File: config.mk
export PLATFORM = sky130hd
export DESIGN_NAME = ppis_divider
export DESIGN_NICKNAME = d
export VERILOG_FILES = /design/src/design/ppis_pkg.sv /design/src/design/ppis_divider.sv
export SDC_FILE = /design/constraint.sdc
export NUM_CORES = 1
export LEC_CHECK = 0
export BUFFER_PORTS_ARGS = -buffer_cell sky130_fd_sc_hd__buf_2
export CAP_MARGIN = 20
export CORE_ASPECT_RATIO = 0.8
export CORE_MARGIN = 4
export CORE_UTILIZATION = 38
export CTS_CLUSTER_DIAMETER = 40
export DETAILED_ROUTE_END_ITERATION = 10
export HOLD_SLACK_MARGIN = 0.08
export PLACE_DENSITY = 0.6
export SLEW_MARGIN = 20
export SYNTH_ARGS = -nofsm -noshare
export SYNTH_HDL_FRONTEND = slang
export SYNTH_SLANG_ARGS = --single-unit
File: constraint.sdc
create_clock -name clk -period 2.1 [get_ports clk]
set_input_delay 0.42 -clock clk [delete_from_list [all_inputs] [get_ports clk]]
set_output_delay 0.42 -clock clk [all_outputs]
set_load 0.1 [all_outputs]
File: src/design/ppis_pkg.sv
`timescale 1ns / 1ps
// Shared types, constants and helper functions for the paletted packed index store.
// No dependencies; the divider, the top level and the testbench use this package.
package ppis_pkg;

  localparam int WORD_BITS  = 64;
  localparam int OFF_W      = 6;   // bit offset inside a 64-bit word
  localparam int PER_W      = 7;   // cells per word, up to 64
  localparam int IW_W       = 5;   // index width register, up to 16
  localparam int CELL_IN_W  = 12;
  localparam int VALUE_IN_W = 16;
  localparam int STATUS_W   = 2;

  localparam logic [STATUS_W-1:0] ST_OK    = 2'd0;
  localparam logic [STATUS_W-1:0] ST_FULL  = 2'd1;
  localparam logic [STATUS_W-1:0] ST_EMPTY = 2'd2;

  localparam logic CMD_READ  = 1'b0;
  localparam logic CMD_WRITE = 1'b1;

  typedef struct packed {
    logic                  command;
    logic [CELL_IN_W-1:0]  cell_index;
    logic [VALUE_IN_W-1:0] new_value;
  } in_beat_t;

  typedef struct packed {
    logic [VALUE_IN_W-1:0] read_value;
    logic [STATUS_W-1:0]   status;
  } out_beat_t;

  typedef enum logic [4:0] {
    S_IDLE, S_WRAP, S_SRCH, S_SRCH_CMP, S_APPEND, S_RP_DIV_O, S_RP_DIV_N,
    S_RP_RD, S_RP_EX, S_CELLW, S_CDIV, S_RD_EXT, S_RD_PAL, S_WR_MOD, S_DONE
  } state_t;

  // Number of indices that fit in one word at a given width.
  function automatic logic [PER_W-1:0] per_of(input logic [IW_W-1:0] w);
    logic [PER_W-1:0] p;
    unique case (w)
      5'd1:    p = 7'd64;
      5'd2:    p = 7'd32;
      5'd3:    p = 7'd21;
      5'd4:    p = 7'd16;
      5'd5:    p = 7'd12;
      5'd6:    p = 7'd10;
      5'd7:    p = 7'd9;
      5'd8:    p = 7'd8;
      5'd9:    p = 7'd7;
      5'd10:   p = 7'd6;
      5'd11:   p = 7'd5;
      5'd12:   p = 7'd5;
      5'd13:   p = 7'd4;
      5'd14:   p = 7'd4;
      5'd15:   p = 7'd4;
      5'd16:   p = 7'd4;
      default: p = 7'd64;
    endcase
    return p;
  endfunction

  function automatic logic [WORD_BITS-1:0] field_mask(input logic [IW_W-1:0] w);
    return (WORD_BITS'(1) << w) - WORD_BITS'(1);
  endfunction

  function automatic logic [15:0] extract(input logic [WORD_BITS-1:0] word,
                                          input logic [OFF_W-1:0] off,
                                          input logic [IW_W-1:0] w);
    logic [WORD_BITS-1:0] t;
    t = (word >> off) & field_mask(w);
    return t[15:0];
  endfunction

endpackage

File: src/design/ppis_divider.sv
`timescale 1ns / 1ps
// Restoring divider, one quotient bit per cycle, shared by all cell address lookups.
// Depends on ppis_pkg for the divisor width.
module ppis_divider #(
  parameter int DW = 12
) (
  input  logic                     clk,
  input  logic                     rst,
  input  logic                     start,
  input  logic [DW-1:0]            dividend,
  input  logic [ppis_pkg::PER_W-1:0] divisor,
  output logic                     done,
  output logic [DW-1:0]            quotient,
  output logic [ppis_pkg::PER_W-1:0] remainder
);
  localparam int CW = $clog2(DW + 1);

  logic                       busy;
  logic [CW-1:0]              cnt;
  logic [ppis_pkg::PER_W:0]   rem;
  logic [DW-1:0]              quo;
  logic [ppis_pkg::PER_W-1:0] dsr;
  logic [ppis_pkg::PER_W:0]   shifted;
  logic                       fits;

  assign shifted   = {rem[ppis_pkg::PER_W-1:0], quo[DW-1]};
  assign fits      = shifted >= {1'b0, dsr};
  assign quotient  = quo;
  assign remainder = rem[ppis_pkg::PER_W-1:0];

  always_ff @(posedge clk) begin
    if (rst) begin
      busy <= 1'b0;
      done <= 1'b0;
      cnt  <= '0;
    end else begin
      done <= 1'b0;
      if (start) begin
        busy <= 1'b1;
        cnt  <= CW'(DW);
      end else if (busy) begin
        cnt <= cnt - CW'(1);
        if (cnt == CW'(1)) begin
          busy <= 1'b0;
          done <= 1'b1;
        end
      end
    end
  end

  always_ff @(posedge clk) begin
    if (start) begin
      rem <= '0;
      quo <= dividend;
      dsr <= divisor;
    end else if (busy) begin
      rem <= fits ? (shifted - {1'b0, dsr}) : shifted;
      quo <= {quo[DW-2:0], fits};
    end
  end
endmodule

* Yosys cells after proc, flatten, opt, wreduce, memory -nomap -nowiden
Cells that the tools add are included.
Widths: inputs -> output; s select.
** Operators by class
- Add/sub/neg operators :: 2
- Magnitude comparators :: 1
- Eq/ne operators :: 1
- Mux-type cells :: 9
- Bitwise operators :: 1
- Reductions and logical operators :: 3
** Operators by type and width (count)
- $mux 12 :: 2
- $ge 8x7->1 :: 1
- $mux 4 :: 2
- $mux 7 :: 1
- $sub 7x7->7 :: 1
- $eq 4x1->1 const B :: 1
- $mux 1 :: 4
- $sub 4x1->4 const B :: 1
- $reduce_or 3->1 :: 1
- $reduce_bool 2->1 :: 1
- $reduce_or 2->1 :: 1
- $not 1->1 :: 1
** Word-level totals
- Register bits :: 32
- Bits of input ports :: 22
- Output and inout port bits :: 20
- Logic and storage cells :: 24

* Depth between registers and ports, before layout
Gate-level depths: netlist of run 1.
- Depth after elaboration :: 4
- Gate-level depth with buffers :: 9
- Gate-level depth less buffers :: 8

* Worst setup path before layout of run 1
OpenSTA, ideal clock, no wires.
- Path type :: flip-flop to flip-flop
- Start point :: register quo[11], in the netlist quotient[11]
- End point :: register rem[1] in the netlist's numbering
- Library setup time :: 0.106 ns
- Data arrival time :: 2.664 ns
- Required time :: 1.994 ns
- Path slack :: -0.670 ns
- Stages on the path, launching flop included :: 9
- Buffers on the path :: 0
- Period minus slack after synthesis :: 2.770 ns
- Cell sequence :: edfxtp_1 -> inv_1 -> ha_1 -> fa_1 -> nand2b_2 -> a211oi_2 -> nor3_2 -> or4b_1 -> o311ai_0
** On the way
- Cells in the longest elaborated chain, start to end :: 2
- Elaborated cells on any way between the ends :: 3
- Those cells by class :: 1 x add/sub; 1 x order compare; 1 x mux
** RTL lines
- start: declaration :: line ppis_divider.sv:21 : logic [DW-1:0] quo;
- start signal: assignment :: line ppis_divider.sv:54 : quo <= dividend;
- start signal: assignment :: line ppis_divider.sv:58 : quo <= {quo[DW-2:0], fits};
- $sub 7x7->7 / $ge 8x7->1 (equally long branches) :: line ppis_divider.sv:57, ppis_divider.sv:27
- $mux 7 (*) :: line ppis_divider.sv:57 : rem <= fits ? (shifted - {1'b0, dsr}) : shifted;
- end signal: assignment :: line ppis_divider.sv:57
- end: declaration :: line ppis_divider.sv:20 : logic [ppis_pkg::PER_W:0] rem;
Every way passes the cells marked *; elsewhere a longest branch is shown, timed or not.
A chain may end at the register's enable or synchronous reset.

* Worst setup path in the final report of run 1
- Start point :: register dsr[0] in the netlist's numbering
- End point :: register rem[5] in the netlist's numbering
** On the way
- Cells in the longest elaborated chain, start to end :: 2
- Elaborated cells on any way between the ends :: 3
- Those cells by class :: 1 x add/sub; 1 x order compare; 1 x mux
** RTL lines
- start: declaration :: line ppis_divider.sv:22 : logic [ppis_pkg::PER_W-1:0] dsr;
- start signal: assignment :: line ppis_divider.sv:55 : dsr <= divisor;
- $sub 7x7->7 / $ge 8x7->1 (equally long branches) :: line ppis_divider.sv:57, ppis_divider.sv:27
- $mux 7 (*) :: line ppis_divider.sv:57
Marks and branches as above.

==> results.toml, run 1 <==
[yosys]
synth.largest_area_cell = "edfxtp_1"
synthesis.nets = 182
synth_warnings = 0
synthSimpleGateAreaFrac_pct = 15.12
synth-seq-area-share_pct = 49.22
synth_top_cells_by_area = "edfxtp_1 34%, dfxtp_1 15%, mux2_2 7.3%, ha_1 6.7%, nor2_1 4.0%"
syn-cell-area_um2 = 1688
yosysTopAreaCellShare_pct = 33.80
synth_top_family_by_area = "simple AND/OR/NAND/NOR gates"
synthTopCellsByCount = "19 x edfxtp_1, 18 x nor2_1, 13 x dfxtp_1, 13 x inv_1, 11 x mux2_2"
async_flop_share_pct = 0
synthCells = 150
synth_compound_area_share_pct = 9.711
synth_seq_cells = 32
synth_edf_count = 19
synth_fa_ha_area_share_pct = 7.858
synth-xor-area-share_pct = 3.113
synth.avg_cell_area_um2 = 11.25
yosysMostFrequentCell = "edfxtp_1"
yosysUniqueCellTypes = 40
synth_flop_cell = "edfxtp_1"
synthMuxAreaShare_pct = 10.30

[route]
vias = 1298
dr.pass1.iters = 5
routed_wl_um = 3609
wire_per_inst_um = 13.77
drc_errors = 0
first_iter_violations = 64
ant_nets = 0
post_drt_via_cell_ratio = 4.954

[global_route]
grtUsageMet1_pct = 18.33
grt_pass1_wl_um = 5575
antenna_found_initial = 0
use_met2_pct = 20.20
track_usage_pct = 13.51
grt_pass1_vias = 1201
grtUsageMet3_pct = 4.267
grt_max_degree = 23
grt_overflow = 0
top_usage_layer = "met2"

[sta]
fin_setup_tns_ps = -162.3
clock-skew-final_ps = 7.633
setup_viol = 4
post-route-min-period_ps = 2157
rsz0062_at_grt = "yes"
setup_ws_ps = -56.89
min_period_over_period_pct = 102.7
finalHoldViolCount = 0
tightest_slew_ps = 492.4
drv_slew = 0
slew_headroom_pct = 67.40
max_freq_ghz = 0.4636

[floorplanning]
core_um2 = 4230
start_util_pct = 39.90
dieHeight_um = 67.61
die_w_um = 82.52
io_pins = 42
dieArea_um2 = 5579
rows = 21

[worst_setup_path]
critPathKind = "reg -> reg"
worstPathMaxFanout = 5
start_kind = "register"
cp.arrival_ps = 2340
crit_path_end_kind = "register"
worst_ep_required_time_ps = 2290

[final_layout]
fin_nets = 236
multiInputGateArea_um2 = 834.6
register_area_um2 = 832.0
syn2layout_area_growth_pct = 29.43
layout-drive-gt1-share_pct = 42.44
fin_cells = 262
antennaDiodeCount = 0
n_fill_cell = 405

[cts]
insertion_delay_ps = 280
htree_levels = 2
path_clk_slew_ps = 70
tritoncts = "built"
cts_root_buffer = "clkbuf_8"
cts_inserted_buffers = 5
cts_max_path_buffers = 2
clkSinkCount = 32
hold_buffers = 0

[status]
violations = "negative setup slack"
status = "finished, violations left"

[flow_run]
maxCapViolations = 0

[power_and_ir_drop]
clkPwrFrac_pct = 25.6
p_per_area_nw_per_um2 = 934.4
swShare_pct = 37.87
p_switching_w = 0.0007731
power_frac_comb_pct = 36.4
p_leak_nw = 0.9319
p_seq_share_pct = 37.9
peakVddDrop_v = 0.0004606
p_int_w = 0.001268

[placed_design]
dp_hpwl_um = 2675
globalplace.congestion = 0.8231
dp.cells = 251
portBuffers = 41

[hold_path]
hold_class = "in -> reg"
power by group through the flow:
stage	logic, W	registers [W]	clock network [W]
2_1_floorplan	0.000269	0.00107	0
5_1_grt	0.000791	0.000782	0.000563
3_5_place_dp	0.000697	0.000788	0
4_1_cts	0.000727	0.000775	0.000536
6_report	0.000744	0.000775	0.000523
3_3_place_gp	0.000691	0.000783	0
cell type report:
| class | instances | share of cell area [%] |
|---|---|---|
| inverter | 13 | 2.234 |
| tap | 57 | 3.265 |
| sequential | 32 | 38.09 |
| clock inverter | 1 | 0.2291 |
| clock buffer | 7 | 4.467 |
| multi-input combinational | 99 | 38.20 |
| timing repair buffer | 53 | 13.52 |
logic make-up (layout without fill, tap and decap cells):
family,Yosys count,count (layout)
adder cells (fa/ha/maj),10,10
flip-flops,32,32
XOR/XNOR,6,6
AND/OR/NAND/NOR,46,46
buffers and inverters,19,74
multiplexers,16,16
AO/OA/AOI/OAI,21,21
sequential cells by signal, summed over array words and instances, names as in the netlist:
| register | count |
|---|---|
| done | 1 |
| dsr | 7 |
| busy | 1 |
| quotient | 12 |
| rem | 7 |
| cnt | 4 |
routing by layer:
| metal | wire, um | up-vias |
|---|---|---|
| met3 | 211 | 7 |
| met1 | 1621 | 609 |
| met4 | 44 | 0 |
| met5 | 0 | - |
| li1 | - | 649 |
| met2 | 1731 | 33 |
repair_timing:
item                       CTS  global route
setup endpoints to repair    4             7
gates resized for setup      7             4
cloned                       0             0
pin swaps                    4             3
hold endpoints to repair     0             0
setup buffers                3             1
path summary, 6_finish.rpt:
kind / startpoint / end / slack (ps) / cells past startpoint
worst max-delay path: dsr[0] / rem[5] / -60 / 8
worst min-delay path: divisor[2] / dsr[2] / 310 / 1
worst min register to register: cnt[1] / cnt[1] / 500 / 2
worst max register to register: dsr[0] / rem[5] / -60 / 8
per-stage QoR:
stage / instance area (um2) / hold slack [ps] / total power [W] / util [%] / worst slack [ps]
floorplan: 1699 / 468.8 / 0.001339 / - / -579.8
global placement: 2013 / 486.8 / 0.001473 / 47.59 / -42.00
detailed placement: 2013 / 493.3 / 0.001485 / 47.59 / -115.0
CTS: 2156 / 306.3 / 0.002038 / 50.96 / -59.57
global route: 2185 / 302.1 / 0.002137 / 51.64 / -145.2
finish: 2185 / 312.8 / 0.002041 / 51.64 / -56.89
placed cells by master (no fill, tap or decap), types with 2 or more instances in the layout:
cell type,count
a211oi_1,3
a211oi_2,2
a21oi_1,4
a311oi_2,2
a31o_1,2
buf_2,41
buf_4,12
clkbuf_8,5
dfxtp_1,12
edfxtp_1,19
ha_1,8
inv_1,12
mux2_2,11
mux2i_1,5
nand2_1,7
nand3_1,2
nand4b_1,2
nor2_1,18
nor3_1,3
nor4b_1,2
or4b_1,3
xnor2_1,3
xor2_1,3
worst max-delay path, stage by stage (launching register included):
cell and delay (ps):
edfxtp_1 410, ha_4 190, fa_2 350, nand2b_4 160, a211oi_4 280, nor3_4 80, buf_4 140, a31o_1 210
a311oi_2 250
Note: power is estimated with default switching activity, not from simulation.
==> run 2: changes to the inputs <==
- GPL_TIMING_DRIVEN: default -> 0
==> results.toml, run 2 (synthesized netlist as in run 1, its figures left out) <==
[placed_design]
dp.cells = 248
portBuffers = 41
dp_slack_ps = -133.6
globalplace.congestion = 0.7554
dp_hpwl_um = 2701

[floorplanning]
die_w_um = 82.52
rows = 21
core_um2 = 4230
dieArea_um2 = 5579
start_util_pct = 39.90
io_pins = 42
dieHeight_um = 67.61

[route]
drc_errors = 0
ant_nets = 0
routed_wl_um = 3524
post_drt_via_cell_ratio = 4.938
dr.pass1.iters = 4
first_iter_violations = 53
vias = 1279
wire_per_inst_um = 13.61

[cts]
path_clk_slew_ps = 70
clkSinkCount = 32
cts_root_buffer = "clkbuf_8"
insertion_delay_ps = 280
htree_levels = 2
cts_inserted_buffers = 5
hold_buffers = 0
cts_max_path_buffers = 2
tritoncts = "built"

[sta]
setup_ws_ps = 9.610
hold_ws_ps = 306.7
slew_headroom_pct = 65.51
post-route-min-period_ps = 2090
setup_viol = 0
finalHoldViolCount = 0
drv_slew = 0
min_period_over_period_pct = 99.54
max_freq_ghz = 0.4784
clock-skew-final_ps = 3.368
rsz0062_at_grt = "yes"
fin_setup_tns_ps = 0
tightest_slew_ps = 517.4

[final_layout]
finish.utilization_pct = 50.25
fin_nets = 233
layout-drive-gt1-share_pct = 39.11
largest_register_ffs = 12
layout_commonest_cell = "buf_2"
fin_cells = 259
n_fill_cell = 393
syn2layout_area_growth_pct = 25.95
final_cell_mix = "41 x buf_2, 19 x edfxtp_1, 18 x nor2_1"
antennaDiodeCount = 0

[hold_path]
hold_class = "in -> reg"

[worst_setup_path]
critPathKind = "reg -> reg"
cp.arrival_ps = 2290
crit_path_end_kind = "register"
worstPathMaxFanout = 3
start_kind = "register"
worst_ep_required_time_ps = 2300

[global_route]
grt_overflow = 0
track_usage_pct = 13.71
grt_max_degree = 13
grt_pass1_vias = 1238
grt_pass1_wl_um = 5699
antenna_found_initial = 0

[power_and_ir_drop]
p_per_area_nw_per_um2 = 945.3
peakVddDrop_v = 0.0004309
p_leak_nw = 0.8941

[flow_run]
maxCapViolations = 0

[status]
status = "completed"
run 2: cell types whose count changed in the layout (fill, tap and decap cells not counted), sizes merged:
| cell | delta |
|---|---|
| clkbuf | +3 |
| clkinvlp | +1 |
| buf | -7 |
run 2: stage by stage:
step	total power, W	area, um2
6_report	0.002009	2126
5_1_grt	0.002110	2126
4_1_cts	0.002011	2090
3_5_place_dp	0.001466	1976
3_3_place_gp	0.001456	1976
2_1_floorplan	0.001339	1699
run 2: worst paths after layout:
kind | to | startpoint | slack [ps] | cells after the start
max | rem[6] | quotient[11] | 10 | 8
max reg2reg | rem[6] | quotient[11] | 10 | 8
min | dsr[4] | divisor[4] | 310 | 1
min reg2reg | cnt[1] | cnt[1] | 510 | 2
run 2: per-layer routing:
metal	track usage (%)	routed length [um]	part of all wire (%)	vias to the layer above
li1	-	-	-	642
met1	18.30	1658	47	608
met2	21.10	1676	48	25
met3	4.000	159	4.5	4
met4	4.898	30	0.85	0
met5	0	0	0	-
run 2: layout make-up:
type / instances / area [um2] / area share (%)
Multi-Input combinational cell: 99 / 809.5 / 38.08
Timing Repair Buffer: 44 / 227.7 / 10.71
Inverter: 13 / 48.80 / 2.295
Clock buffer: 6 / 93.84 / 4.414
Buffer: 6 / 30.03 / 1.413
Sequential cell: 32 / 832.0 / 39.14
Tap cell: 57 / 71.32 / 3.355
Clock inverter: 2 / 12.51 / 0.5886
run 2: power by group:
group | leakage [nW] | total [W] | internal, W | switching [W]
clock | 0.0523 | 0.000536 | 0.000303 | 0.000233
sequential | 0.297 | 0.000772 | 0.000733 | 0.0000384
combinational | 0.545 | 0.000702 | 0.000204 | 0.000498
run 2: worst max-delay path, stage by stage (launching register included):
cell,delay (ps)
edfxtp_1,390
inv_1,70
ha_2,180
fa_2,210
nand2b_4,140
a21oi_2,60
or4b_1,470
a31o_1,230
a311oi_2,260
run 2: what timing repair did:
| item | in CTS | in global routing |
|---|---|---|
| endpoints found under the setup margin | 4 | 7 |
| cloned | 0 | 0 |
| pin swaps | 2 | 3 |
| hold endpoints to repair | 0 | 0 |
| setup buffers | 1 | 2 |
| gates resized for setup | 0 | 5 |
